<file path="src/hdl/brd_pkg.sv">
// ----------------------------------------------------------------------------
// brd_pkg
// shared constants, register codes, result tag type and width helpers
// ----------------------------------------------------------------------------
package brd_pkg;

    localparam int MAX_WIDTH_DEF = 4096;
    localparam int FRAC_BITS_DEF = 10;
    localparam int MAX_FLUSH_DEF = 4;

    localparam int PIXEL_W      = 8;
    localparam int OUT_IDX_W    = 12;
    localparam int FACTOR_REG_W = 16;
    localparam int WIDTH_REG_W  = 13;
    localparam int CFG_DATA_W   = 16;
    localparam int CFG_IDX_W    = 2;
    localparam int QUEUE_DEPTH  = 4;
    localparam int VALUE_MAX    = 255;

    localparam logic [CFG_IDX_W-1:0] CFG_SCALE_FACTOR = 2'd0;
    localparam logic [CFG_IDX_W-1:0] CFG_SOURCE_WIDTH = 2'd1;
    localparam logic [CFG_IDX_W-1:0] CFG_OUTPUT_WIDTH = 2'd2;

    localparam logic [FACTOR_REG_W-1:0] SCALE_FACTOR_RESET = 16'd2048;
    localparam logic [WIDTH_REG_W-1:0]  SOURCE_WIDTH_RESET = 13'd4096;
    localparam logic [WIDTH_REG_W-1:0]  OUTPUT_WIDTH_RESET = 13'd2048;

    typedef logic [PIXEL_W-1:0] pixel_t;

    typedef struct packed {
        logic [OUT_IDX_W-1:0] out_index;
        logic                 row_done;
        logic                 run_last;
        logic                 dropped;
    } tag_t;

    // factor width, wide enough for the raised minimum factor
    function automatic int factor_w(int frac_bits);
        return (frac_bits >= FACTOR_REG_W) ? frac_bits + 1 : FACTOR_REG_W;
    endfunction

    // bits of the window length (at most integer part of factor plus two)
    function automatic int len_w(int frac_bits);
        return factor_w(frac_bits) - frac_bits + 1;
    endfunction

    function automatic int sum_w(int frac_bits);
        return len_w(frac_bits) + PIXEL_W;
    endfunction

endpackage

</file>
<file path="src/hdl/brd_if.sv">
// ----------------------------------------------------------------------------
// brd_if
// valid/ready channels for source pixels and for averaged results
// ----------------------------------------------------------------------------
interface brd_pixel_if;
    logic            valid;
    logic            ready;
    brd_pkg::pixel_t pixel;

    modport source (output valid, output pixel, input ready);
    modport sink (input valid, input pixel, output ready);
endinterface

interface brd_result_if;
    logic                           valid;
    logic                           ready;
    logic [brd_pkg::PIXEL_W-1:0]    value;
    logic [brd_pkg::OUT_IDX_W-1:0]  out_index;
    logic                           row_done;
    logic                           run_last;
    logic                           dropped;

    modport source (output valid, output value, output out_index, output row_done,
                    output run_last, output dropped, input ready);
    modport sink (input valid, input value, input out_index, input row_done,
                  input run_last, input dropped, output ready);
endinterface

</file>
<file path="src/hdl/box_filter_row_downscaler_top.sv">
// ----------------------------------------------------------------------------
// box_filter_row_downscaler_top
// throughput: one pixel beat per cycle while the job queue has room; the last
// pixel of a row holds the input until its flushed results are queued
// the divider takes a new job only after loading the last result for output
// results go from the job queue through the divider to the output register
// reset: asynchronous, clears counters, window, sums, queue and output;
// config registers return to their reset values
// ----------------------------------------------------------------------------
module box_filter_row_downscaler_top #(
    parameter int MAX_WIDTH = brd_pkg::MAX_WIDTH_DEF,
    parameter int FRAC_BITS = brd_pkg::FRAC_BITS_DEF,
    parameter int MAX_FLUSH = brd_pkg::MAX_FLUSH_DEF
) (
    input  logic                            clk,
    input  logic                            rst_n,
    input  logic                            cfg_we,
    input  logic [brd_pkg::CFG_IDX_W-1:0]   cfg_index,
    input  logic [brd_pkg::CFG_DATA_W-1:0]  cfg_data,
    brd_pixel_if.sink                       pixel_in,
    brd_result_if.source                    result_out
);

    localparam int ENTRY_W = brd_pkg::sum_w(FRAC_BITS) + brd_pkg::len_w(FRAC_BITS)
                             + $bits(brd_pkg::tag_t);

    logic               push_valid, push_ready;
    logic [ENTRY_W-1:0] push_data;
    logic               pop_valid, pop_ready;
    logic [ENTRY_W-1:0] pop_data;

    brd_front #(
        .MAX_WIDTH (MAX_WIDTH),
        .FRAC_BITS (FRAC_BITS),
        .MAX_FLUSH (MAX_FLUSH)
    ) u_front (
        .clk        (clk),
        .rst_n      (rst_n),
        .cfg_we     (cfg_we),
        .cfg_index  (cfg_index),
        .cfg_data   (cfg_data),
        .pix        (pixel_in),
        .push_valid (push_valid),
        .push_ready (push_ready),
        .push_data  (push_data)
    );

    brd_queue #(
        .DATA_W (ENTRY_W)
    ) u_queue (
        .clk        (clk),
        .rst_n      (rst_n),
        .push_valid (push_valid),
        .push_ready (push_ready),
        .push_data  (push_data),
        .pop_valid  (pop_valid),
        .pop_ready  (pop_ready),
        .pop_data   (pop_data)
    );

    brd_back #(
        .FRAC_BITS (FRAC_BITS)
    ) u_back (
        .clk       (clk),
        .rst_n     (rst_n),
        .pop_valid (pop_valid),
        .pop_ready (pop_ready),
        .pop_data  (pop_data),
        .res       (result_out)
    );

endmodule

</file>
<file path="src/hdl/brd_front.sv">
// ----------------------------------------------------------------------------
// brd_front
// config registers, window tracking and running sums; queues one division
// job per completed window and steps through the end-of-row flush
// ----------------------------------------------------------------------------
module brd_front #(
    parameter int MAX_WIDTH = brd_pkg::MAX_WIDTH_DEF,
    parameter int FRAC_BITS = brd_pkg::FRAC_BITS_DEF,
    parameter int MAX_FLUSH = brd_pkg::MAX_FLUSH_DEF,
    localparam int ENTRY_W  = brd_pkg::sum_w(FRAC_BITS) + brd_pkg::len_w(FRAC_BITS)
                              + $bits(brd_pkg::tag_t)
) (
    input  logic                            clk,
    input  logic                            rst_n,
    input  logic                            cfg_we,
    input  logic [brd_pkg::CFG_IDX_W-1:0]   cfg_index,
    input  logic [brd_pkg::CFG_DATA_W-1:0]  cfg_data,
    brd_pixel_if.sink                       pix,
    output logic                            push_valid,
    input  logic                            push_ready,
    output logic [ENTRY_W-1:0]              push_data
);

    localparam int FACT_W = brd_pkg::factor_w(FRAC_BITS);
    localparam int LEN_W  = brd_pkg::len_w(FRAC_BITS);
    localparam int SUM_W  = brd_pkg::sum_w(FRAC_BITS);
    localparam int CNT_W  = $clog2(MAX_WIDTH + 1);
    localparam int POS_W  = FACT_W + $clog2(MAX_WIDTH + 2);
    localparam int IDX_W  = POS_W - FRAC_BITS + 1;
    localparam int FL_W   = $clog2(MAX_FLUSH + 1);
    localparam logic [FACT_W-1:0] F_MIN = FACT_W'((64'd1 << FRAC_BITS) + 64'd1);
    localparam logic [POS_W:0]    ROUND = (POS_W + 1)'((64'd1 << FRAC_BITS) - 64'd1);

    logic [brd_pkg::FACTOR_REG_W-1:0] scale_factor_reg;
    logic [brd_pkg::WIDTH_REG_W-1:0]  source_width_reg;
    logic [brd_pkg::WIDTH_REG_W-1:0]  output_width_reg;

    logic [CNT_W-1:0] sc_reg, sc_next;
    logic [CNT_W-1:0] oc_reg, oc_next;
    logic [POS_W-1:0] start_reg, start_next;
    logic [POS_W-1:0] end_reg, end_next;
    logic [SUM_W-1:0] cur_reg, cur_next;
    logic [SUM_W-1:0] nxt_reg, nxt_next;
    logic [FL_W-1:0]  flush_left_reg, flush_left_next;
    logic             drop_reg, drop_next;

    logic [FACT_W-1:0] f_eff;
    logic [CNT_W-1:0]  sw, ow;
    logic              flushing, row_start, in_fire, push, flush_final;
    logic [POS_W-1:0]  st, en;
    logic [SUM_W-1:0]  cs, ns, cs_add, ns_add;
    logic [CNT_W-1:0]  oc, owed;
    logic [CNT_W:0]    oc1;
    logic [POS_W:0]    hi_sum;
    logic [IDX_W-1:0]  lo, hi, nlo, s_x, s_next, len_diff;
    logic              in_cur, in_nxt, active, last, emit, drop;
    logic [LEN_W-1:0]  len;
    logic [FL_W-1:0]   cnt;
    brd_pkg::tag_t     tag;

    // configuration
    always_ff @(posedge clk or negedge rst_n)
    begin
        if (!rst_n)
        begin
            scale_factor_reg <= brd_pkg::SCALE_FACTOR_RESET;
            source_width_reg <= brd_pkg::SOURCE_WIDTH_RESET;
            output_width_reg <= brd_pkg::OUTPUT_WIDTH_RESET;
        end
        else if (cfg_we)
        begin
            case (cfg_index)
                brd_pkg::CFG_SCALE_FACTOR: scale_factor_reg <= cfg_data;
                brd_pkg::CFG_SOURCE_WIDTH:
                    source_width_reg <= cfg_data[brd_pkg::WIDTH_REG_W-1:0];
                brd_pkg::CFG_OUTPUT_WIDTH:
                    output_width_reg <= cfg_data[brd_pkg::WIDTH_REG_W-1:0];
                default: ;
            endcase
        end
    end

    always_comb
    begin
        f_eff = (FACT_W'(scale_factor_reg) < F_MIN) ? F_MIN : FACT_W'(scale_factor_reg);

        if (source_width_reg == '0)
            sw = CNT_W'(1);
        else if (32'(source_width_reg) > 32'(MAX_WIDTH))
            sw = CNT_W'(MAX_WIDTH);
        else
            sw = CNT_W'(source_width_reg);

        if (output_width_reg == '0)
            ow = CNT_W'(1);
        else if (32'(output_width_reg) > 32'(MAX_WIDTH))
            ow = CNT_W'(MAX_WIDTH);
        else
            ow = CNT_W'(output_width_reg);
    end

    assign flushing  = (flush_left_reg != '0);
    assign row_start = (sc_reg == '0) && !flushing;
    assign pix.ready = !flushing && push_ready;
    assign in_fire   = pix.valid && pix.ready;

    // window as seen by this beat, fresh at row start
    assign st = row_start ? '0 : start_reg;
    assign en = row_start ? POS_W'(f_eff) : end_reg;
    assign cs = row_start ? '0 : cur_reg;
    assign ns = row_start ? '0 : nxt_reg;
    assign oc = row_start ? '0 : oc_reg;

    assign hi_sum = {1'b0, en} + ROUND;
    assign lo     = IDX_W'(st >> FRAC_BITS);
    assign hi     = IDX_W'(hi_sum >> FRAC_BITS);
    assign nlo    = IDX_W'(en >> FRAC_BITS);
    assign s_x    = IDX_W'(sc_reg);
    assign s_next = s_x + IDX_W'(1);

    assign in_cur = in_fire && (s_x >= lo) && (s_x < hi);
    assign in_nxt = in_fire && (s_x >= nlo);
    assign cs_add = cs + (in_cur ? SUM_W'(pix.pixel) : '0);
    assign ns_add = ns + (in_nxt ? SUM_W'(pix.pixel) : '0);

    assign oc1    = {1'b0, oc} + (CNT_W + 1)'(1);
    assign active = (oc < ow);
    assign last   = (({1'b0, sc_reg} + (CNT_W + 1)'(1)) >= {1'b0, sw});
    assign emit   = active && !last && (s_next >= hi);

    assign len_diff = hi - lo;
    assign len      = (hi > lo) ? LEN_W'(len_diff) : LEN_W'(1);

    assign owed = ow - oc;
    assign drop = (32'(owed) > 32'(MAX_FLUSH));
    assign cnt  = drop ? FL_W'(MAX_FLUSH) : FL_W'(owed);

    assign flush_final   = flushing && (flush_left_reg == FL_W'(1));
    assign tag.out_index = brd_pkg::OUT_IDX_W'(oc);
    assign tag.row_done  = (oc1 == {1'b0, ow}) || flush_final;
    assign tag.run_last  = !flushing || flush_final;
    assign tag.dropped   = flushing && drop_reg;

    assign push_valid = (in_fire && emit) || flushing;
    assign push       = push_valid && push_ready;
    assign push_data  = {cs_add, len, tag};

    always_comb
    begin
        sc_next         = sc_reg;
        oc_next         = oc_reg;
        start_next      = start_reg;
        end_next        = end_reg;
        cur_next        = cur_reg;
        nxt_next        = nxt_reg;
        flush_left_next = flush_left_reg;
        drop_next       = drop_reg;

        if (in_fire)
        begin
            oc_next    = oc;
            start_next = st;
            end_next   = en;
            cur_next   = cs_add;
            nxt_next   = ns_add;
            sc_next    = last ? '0 : sc_reg + CNT_W'(1);
            if (last && active)
            begin
                flush_left_next = cnt;
                drop_next       = drop;
            end
        end

        if (flushing && push_ready)
            flush_left_next = flush_left_reg - FL_W'(1);

        // window closed: move on to the next one
        if (push)
        begin
            cur_next   = ns_add;
            nxt_next   = '0;
            start_next = en;
            end_next   = en + POS_W'(f_eff);
            oc_next    = CNT_W'(oc1);
        end
    end

    always_ff @(posedge clk or negedge rst_n)
    begin
        if (!rst_n)
        begin
            sc_reg         <= '0;
            oc_reg         <= '0;
            start_reg      <= '0;
            end_reg        <= '0;
            cur_reg        <= '0;
            nxt_reg        <= '0;
            flush_left_reg <= '0;
            drop_reg       <= 1'b0;
        end
        else
        begin
            sc_reg         <= sc_next;
            oc_reg         <= oc_next;
            start_reg      <= start_next;
            end_reg        <= end_next;
            cur_reg        <= cur_next;
            nxt_reg        <= nxt_next;
            flush_left_reg <= flush_left_next;
            drop_reg       <= drop_next;
        end
    end

endmodule

</file>
<file path="src/hdl/brd_queue.sv">
// ----------------------------------------------------------------------------
// brd_queue
// short job queue between window tracking and the divider
// ----------------------------------------------------------------------------
module brd_queue #(
    parameter int DATA_W = 32
) (
    input  logic              clk,
    input  logic              rst_n,
    input  logic              push_valid,
    output logic              push_ready,
    input  logic [DATA_W-1:0] push_data,
    output logic              pop_valid,
    input  logic              pop_ready,
    output logic [DATA_W-1:0] pop_data
);

    localparam int DEPTH = brd_pkg::QUEUE_DEPTH;
    localparam int PTR_W = $clog2(DEPTH);
    localparam int CNT_W = $clog2(DEPTH + 1);

    logic [DATA_W-1:0] mem [DEPTH];
    logic [PTR_W-1:0]  wr_ptr_reg, rd_ptr_reg;
    logic [CNT_W-1:0]  count_reg;
    logic              push, pop;

    assign push_ready = (count_reg != CNT_W'(DEPTH));
    assign pop_valid  = (count_reg != '0);
    assign pop_data   = mem[rd_ptr_reg];
    assign push       = push_valid && push_ready;
    assign pop        = pop_valid && pop_ready;

    always_ff @(posedge clk)
    begin
        if (push)
            mem[wr_ptr_reg] <= push_data;
    end

    always_ff @(posedge clk or negedge rst_n)
    begin
        if (!rst_n)
        begin
            wr_ptr_reg <= '0;
            rd_ptr_reg <= '0;
            count_reg  <= '0;
        end
        else
        begin
            if (push)
                wr_ptr_reg <= (wr_ptr_reg == PTR_W'(DEPTH - 1)) ? '0 : wr_ptr_reg + PTR_W'(1);
            if (pop)
                rd_ptr_reg <= (rd_ptr_reg == PTR_W'(DEPTH - 1)) ? '0 : rd_ptr_reg + PTR_W'(1);
            if (push && !pop)
                count_reg <= count_reg + CNT_W'(1);
            else if (pop && !push)
                count_reg <= count_reg - CNT_W'(1);
        end
    end

endmodule

</file>
<file path="src/hdl/brd_back.sv">
// ----------------------------------------------------------------------------
// brd_back
// bit-serial rounding divider and result output register
// ----------------------------------------------------------------------------
module brd_back #(
    parameter int FRAC_BITS = brd_pkg::FRAC_BITS_DEF,
    localparam int ENTRY_W  = brd_pkg::sum_w(FRAC_BITS) + brd_pkg::len_w(FRAC_BITS)
                              + $bits(brd_pkg::tag_t)
) (
    input  logic               clk,
    input  logic               rst_n,
    input  logic               pop_valid,
    output logic               pop_ready,
    input  logic [ENTRY_W-1:0] pop_data,
    brd_result_if.source       res
);

    localparam int LEN_W  = brd_pkg::len_w(FRAC_BITS);
    localparam int SUM_W  = brd_pkg::sum_w(FRAC_BITS);
    localparam int TAG_W  = $bits(brd_pkg::tag_t);
    localparam int NUM_W  = SUM_W + 2;
    localparam int DEN_W  = LEN_W + 1;
    localparam int STEP_W = $clog2(NUM_W);

    localparam logic [1:0] ST_IDLE = 2'd0;
    localparam logic [1:0] ST_DIV  = 2'd1;
    localparam logic [1:0] ST_HOLD = 2'd2;

    logic [1:0]        state_reg;
    logic [STEP_W-1:0] step_reg;
    logic              out_valid_reg;
    logic [NUM_W-1:0]  quo_reg;
    logic [DEN_W-1:0]  rem_reg, den_reg;
    brd_pkg::tag_t     tag_reg;
    logic [brd_pkg::PIXEL_W-1:0] value_reg;
    brd_pkg::tag_t     out_tag_reg;

    logic [SUM_W-1:0]  e_sum;
    logic [LEN_W-1:0]  e_len;
    logic [DEN_W:0]    trial, diff;
    logic              ge, take, load;

    assign e_sum = pop_data[ENTRY_W-1 -: SUM_W];
    assign e_len = pop_data[TAG_W +: LEN_W];

    assign pop_ready = (state_reg == ST_IDLE);
    assign take      = pop_valid && pop_ready;
    assign load      = (state_reg == ST_HOLD) && (!out_valid_reg || res.ready);

    // restoring step, one quotient bit per cycle
    assign trial = {rem_reg, quo_reg[NUM_W-1]};
    assign diff  = trial - {1'b0, den_reg};
    assign ge    = (trial >= {1'b0, den_reg});

    always_ff @(posedge clk or negedge rst_n)
    begin
        if (!rst_n)
        begin
            state_reg     <= ST_IDLE;
            step_reg      <= '0;
            out_valid_reg <= 1'b0;
        end
        else
        begin
            case (state_reg)
                ST_IDLE:
                begin
                    if (take)
                    begin
                        state_reg <= ST_DIV;
                        step_reg  <= '0;
                    end
                end
                ST_DIV:
                begin
                    step_reg <= step_reg + STEP_W'(1);
                    if (step_reg == STEP_W'(NUM_W - 1))
                        state_reg <= ST_HOLD;
                end
                ST_HOLD:
                begin
                    if (load)
                        state_reg <= ST_IDLE;
                end
                default: state_reg <= ST_IDLE;
            endcase

            if (load)
                out_valid_reg <= 1'b1;
            else if (res.ready)
                out_valid_reg <= 1'b0;
        end
    end

    always_ff @(posedge clk)
    begin
        if (take)
        begin
            quo_reg <= NUM_W'({e_sum, 1'b0}) + NUM_W'(e_len);
            rem_reg <= '0;
            den_reg <= {e_len, 1'b0};
            tag_reg <= brd_pkg::tag_t'(pop_data[TAG_W-1:0]);
        end
        else if (state_reg == ST_DIV)
        begin
            rem_reg <= ge ? diff[DEN_W-1:0] : trial[DEN_W-1:0];
            quo_reg <= {quo_reg[NUM_W-2:0], ge};
        end

        if (load)
        begin
            value_reg   <= (quo_reg > NUM_W'(brd_pkg::VALUE_MAX)) ?
                           brd_pkg::PIXEL_W'(brd_pkg::VALUE_MAX) :
                           quo_reg[brd_pkg::PIXEL_W-1:0];
            out_tag_reg <= tag_reg;
        end
    end

    assign res.valid     = out_valid_reg;
    assign res.value     = value_reg;
    assign res.out_index = out_tag_reg.out_index;
    assign res.row_done  = out_tag_reg.row_done;
    assign res.run_last  = out_tag_reg.run_last;
    assign res.dropped   = out_tag_reg.dropped;

endmodule

</file>
<file path="src/flat_wrapper.sv">
// flat-port wrapper written by rule: the top's interface ports become plain ports
module box_filter_row_downscaler_top_flat 
#(
    parameter int MAX_WIDTH = brd_pkg::MAX_WIDTH_DEF,
    parameter int FRAC_BITS = brd_pkg::FRAC_BITS_DEF,
    parameter int MAX_FLUSH = brd_pkg::MAX_FLUSH_DEF
)
  (clk, rst_n, cfg_we, cfg_index, cfg_data, pixel_in_valid, pixel_in_pixel, pixel_in_ready, result_out_valid, result_out_value, result_out_out_index, result_out_row_done, result_out_run_last, result_out_dropped, result_out_ready);
  brd_pixel_if pixel_in_i ();
  brd_result_if result_out_i ();
  input  logic clk;
  input  logic rst_n;
  input  logic cfg_we;
  input  logic [brd_pkg::CFG_IDX_W-1:0] cfg_index;
  input  logic [brd_pkg::CFG_DATA_W-1:0] cfg_data;
  input wire logic [$bits(pixel_in_i.valid)-1:0] pixel_in_valid;
  input wire logic [$bits(pixel_in_i.pixel)-1:0] pixel_in_pixel;
  output wire logic [$bits(pixel_in_i.ready)-1:0] pixel_in_ready;
  output wire logic [$bits(result_out_i.valid)-1:0] result_out_valid;
  output wire logic [$bits(result_out_i.value)-1:0] result_out_value;
  output wire logic [$bits(result_out_i.out_index)-1:0] result_out_out_index;
  output wire logic [$bits(result_out_i.row_done)-1:0] result_out_row_done;
  output wire logic [$bits(result_out_i.run_last)-1:0] result_out_run_last;
  output wire logic [$bits(result_out_i.dropped)-1:0] result_out_dropped;
  input wire logic [$bits(result_out_i.ready)-1:0] result_out_ready;
  assign pixel_in_i.valid = pixel_in_valid;
  assign pixel_in_i.pixel = pixel_in_pixel;
  assign pixel_in_ready = pixel_in_i.ready;
  assign result_out_valid = result_out_i.valid;
  assign result_out_value = result_out_i.value;
  assign result_out_out_index = result_out_i.out_index;
  assign result_out_row_done = result_out_i.row_done;
  assign result_out_run_last = result_out_i.run_last;
  assign result_out_dropped = result_out_i.dropped;
  assign result_out_i.ready = result_out_ready;
  box_filter_row_downscaler_top #(.MAX_WIDTH(MAX_WIDTH), .FRAC_BITS(FRAC_BITS), .MAX_FLUSH(MAX_FLUSH)) u_core (.clk(clk), .rst_n(rst_n), .cfg_we(cfg_we), .cfg_index(cfg_index), .cfg_data(cfg_data), .pixel_in(pixel_in_i), .result_out(result_out_i));
endmodule
</file>
<file path="config.mk">
export PLATFORM = sky130hd
export DESIGN_NAME = box_filter_row_downscaler_top_flat
export DESIGN_NICKNAME = d
export VERILOG_FILES = /design/src/hdl/brd_pkg.sv /design/src/hdl/brd_if.sv /design/src/hdl/box_filter_row_downscaler_top.sv /design/src/hdl/brd_front.sv /design/src/hdl/brd_queue.sv /design/src/hdl/brd_back.sv /design/src/flat_wrapper.sv
export SDC_FILE = /design/constraint.sdc
export NUM_CORES = 1
export LEC_CHECK = 0
export ABC_AREA = 1
export BUFFER_PORTS_ARGS = -buffer_cell sky130_fd_sc_hd__buf_2
export CAP_MARGIN = 25
export CORE_MARGIN = 1
export CORE_UTILIZATION = 35
export DETAILED_ROUTE_END_ITERATION = 10
export GPL_TIMING_DRIVEN = 0
export PLACE_DENSITY_LB_ADDON = 0.1
export SLEW_MARGIN = 20
export SYNTH_ARGS = -nofsm -noshare
export SYNTH_HDL_FRONTEND = slang
export SYNTH_SLANG_ARGS = --single-unit
</file>
<file path="constraint.sdc">
create_clock -name clk -period 8.2 [get_ports clk]
set_input_delay 1.23 -clock clk [delete_from_list [all_inputs] [get_ports clk]]
set_output_delay 1.23 -clock clk [all_outputs]
set_load 0.02 [all_outputs]
</file>
==> reports/metrics.cfg <==
[worst_setup_path]
critPathMostFrequentCell = nand2_1
slowest_stage = dfrtp_1
cp_num_cells = 39
cp-startpoint = u_core.u_front.sc_reg[1]$_DFFE_PN0P_
r2r-end = u_core.u_front.cur_reg[14]$_DFFE_PN0P_
cp_max_fo = 19
slowest_delay_ps = 500
start_kind = register
reg2reg_from = u_core.u_front.sc_reg[1]$_DFFE_PN0P_
path_buf_inv = 8
critical_path.endpoint = u_core.u_front.cur_reg[14]$_DFFE_PN0P_
reg2reg_depth = 39
r2r_setup_slack_ps = 680
cp.required_ps = 8680
crit_family = simple AND/OR/NAND/NOR gates
worstSetupPathType = register to register
worst_ep_arrival_time_ps = 8000
endpoint_kind = register

[floorplanning]
die_w_um = 258
fp.dieH_um = 258
initial_core_util = 0.355
pin_count = 56
die_area_um2 = 66700
row_count = 93
core_um2 = 64700

[place]
dp_hpwl_mm = 52.0
pre_cts_ws_ps = -503
placed_area_um2 = 24600
io_buffers = 55
gp_congestion = 0.885

[power]
p_total_mw = 11.5
switching_share = 0.452
clockPowerShare = 0.185
powerDensity_nw_per_um2 = 439
p_int_mw = 6.32
seqPwrFrac = 0.299
power_switching_mw = 5.21
p_comb_frac = 0.516
ir_worst_vdd_v = 0.000171
leakage_nw = 12.1

[yosys]
netlist_area_um2 = 23000
ys_types = 60
syn_area_per_cell_um2 = 8.30
synth-main-ff-cell = edfxtp_1
synth_top_area_frac = 0.274
synth_seq_cells = 383
ys_seq_area_frac = 0.461
yosysWarnings = 0
ys_async_sr_fraction = 0.431
syn_nets = 2955
yosys.area.top_type = edfxtp_1
synthCells = 2767
synth_edf_count = 210
synth_common_cells = nand2_1 (664), inv_1 (354), nor2_1 (264), nand3_1 (215), edfxtp_1 (210)
synth_area_leaders = edfxtp_1 (27%), dfrtp_1 (18%), nand2_1 (11%)
yosysMostFrequentCell = nand2_1

[detailed_routing]
m1WireLength_mm = 31.5
met2_length_mm = 32.8
vias = 18900
routedWlPerCell_um = 18.3
drcViolationCount = 0
first_pass_iters = 7
top_layer = met4
post_drt_via_cell_ratio = 5.00
dr_wl_met3_mm = 2.94
wl_mm = 69.0
antenna_left = 0
initialDrtViolationCount = 1264

[final_layout]
area_growth_pct = 14.3
largest_register_ffs = 148
layout.nets = 3072
drive_gt1_frac = 0.0811
final_cell_area_um2 = 26300
n_antenna_cell = 0

[hold_path]
hp-class = register to register

[grt]
grt_first_pass_wirelength_mm = 107
grtUsageTotal = 0.207
antenna_found_initial = 0
grt_overflow_total = 0
grt_pass1_vias = 18500
grt_max_degree = 76

[sta]
finalCritPeriodShare = 0.917
hold_viol = 0
skew_ps = 18.8
worst_slack_ps = 682
rsz0062_at_grt = false
worst_pin_slew_ps = 941
finalMaxSlewViolations = 0
min_period_ps = 7520
setup_viol = 0
slew_headroom = 0.370
fmax_mhz = 133

[cts]
htree_levels = 2
cts_root_buf = clkbuf_16
cts_tree = built
hold_buffers = 0
cts-buffers-inserted = 47
cts_sinks = 383
cts_max_path_buffers = 3
clk_latency_ps = 600
clkTransAtPathRegs_ps = 60

[flow_run]
maxCapViolations = 0

[run_status]
outcome = completed

[final cells by class]
type                    instances  area (um^2)
clock buffers                  62         1290
multi-input cells            1914        10500
plain buffers                  98          533
repair buffers                 69          588
clock inverters                24          283
well taps                     855         1070
inverters                     371         1390
fillers                      6610        38400
flip-flops and latches        383        10600
[how the worst min path moves through the flow]
stage / startpoint / to / slack [ps] / cells past startpoint
final: u_core.u_back.tag_reg[12]$_DFFE_PP_ / u_core.u_back.res.out_index[9]$_DFFE_PP_ / 420 / 0
after global routing: u_core.u_back.tag_reg[12]$_DFFE_PP_ / u_core.u_back.res.out_index[9]$_DFFE_PP_ / 420 / 0
after CTS: u_core.u_back.tag_reg[12]$_DFFE_PP_ / u_core.u_back.res.out_index[9]$_DFFE_PP_ / 420 / 0
after detailed placement: u_core.u_back.tag_reg[1]$_DFFE_PP_ / u_core.u_back.res.run_last$_DFFE_PP_ / 410 / 0
after global placement: u_core.u_back.tag_reg[3]$_DFFE_PP_ / u_core.u_back.res.out_index[0]$_DFFE_PP_ / 410 / 0
after floorplan: u_core.u_back.tag_reg[0]$_DFFE_PP_ / u_core.u_back.res.dropped$_DFFE_PP_ / 400 / 0
[what timing repair did]
item                       CTS  global route
setup endpoints to repair   15            15
pin swaps                    1             0
resized for setup            3             7
buffers inserted             4             0
[cell families (layout without fill, tap and decap cells)]
family / count (synthesis) / in the layout / synth area share
XOR/XNOR: 90 / 90 / 0.0343
AND/OR/NAND/NOR: 1264 / 1264 / 0.232
buffers and inverters: 470 / 624 / 0.0839
flip-flops: 383 / 383 / 0.461
adder cells (fa/ha/maj): 157 / 157 / 0.0881
multiplexers: 3 / 3 / 0.00147
AO/OA/AOI/OAI: 400 / 400 / 0.0986
[metal layers]
| layer | track usage | vias to the layer above |
|---|---|---|
| met4 | 0.0593 | 0 |
| met3 | 0.0256 | 99 |
| met2 | 0.351 | 426 |
| met5 | 0 | - |
| met1 | 0.278 | 8969 |
| li1 | - | 9399 |
[stage by stage]
step / setup TNS [ps] / cells / hold slack [ps] / util
floorplan: 0 / 2767 / 400 / -
global placement: -167790 / 3677 / 406 / 0.376
detailed placement: -4010 / 3687 / 405 / 0.381
CTS: 0 / 3776 / 419 / 0.406
global route: 0 / 3776 / 421 / 0.406
finish: 0 / 3776 / 417 / 0.406
[cells in the final DEF, fill, tap and decap left out, types with 13 or more instances in the layout]
cell type,count
nand2_1,661
xor2_1,63
clkbuf_1,71
nand4_1,25
buf_2,62
o22ai_1,44
inv_1,353
o211ai_1,17
inv_2,13
xnor2_1,26
nor3_1,28
nor2_1,259
dfrtp_1,162
clkbuf_16,47
a21oi_1,99
nor2_2,13
o21ai_0,182
ha_1,149
edfxtp_1,210
nand3_1,215
[power groups by stage]
| stage | Sequential [mW] | Combinational [mW] | Clock, mW |
|---|---|---|---|
| 2_1_floorplan | 3.41 | 4.10 | 0 |
| 3_3_place_gp | 3.51 | 5.73 | 0 |
| 3_5_place_dp | 3.48 | 5.97 | 0 |
| 4_1_cts | 3.45 | 6.00 | 2.18 |
| 5_1_grt | 3.53 | 6.76 | 2.25 |
| 6_report | 3.45 | 5.95 | 2.13 |
(Power assumes the default switching activity.)
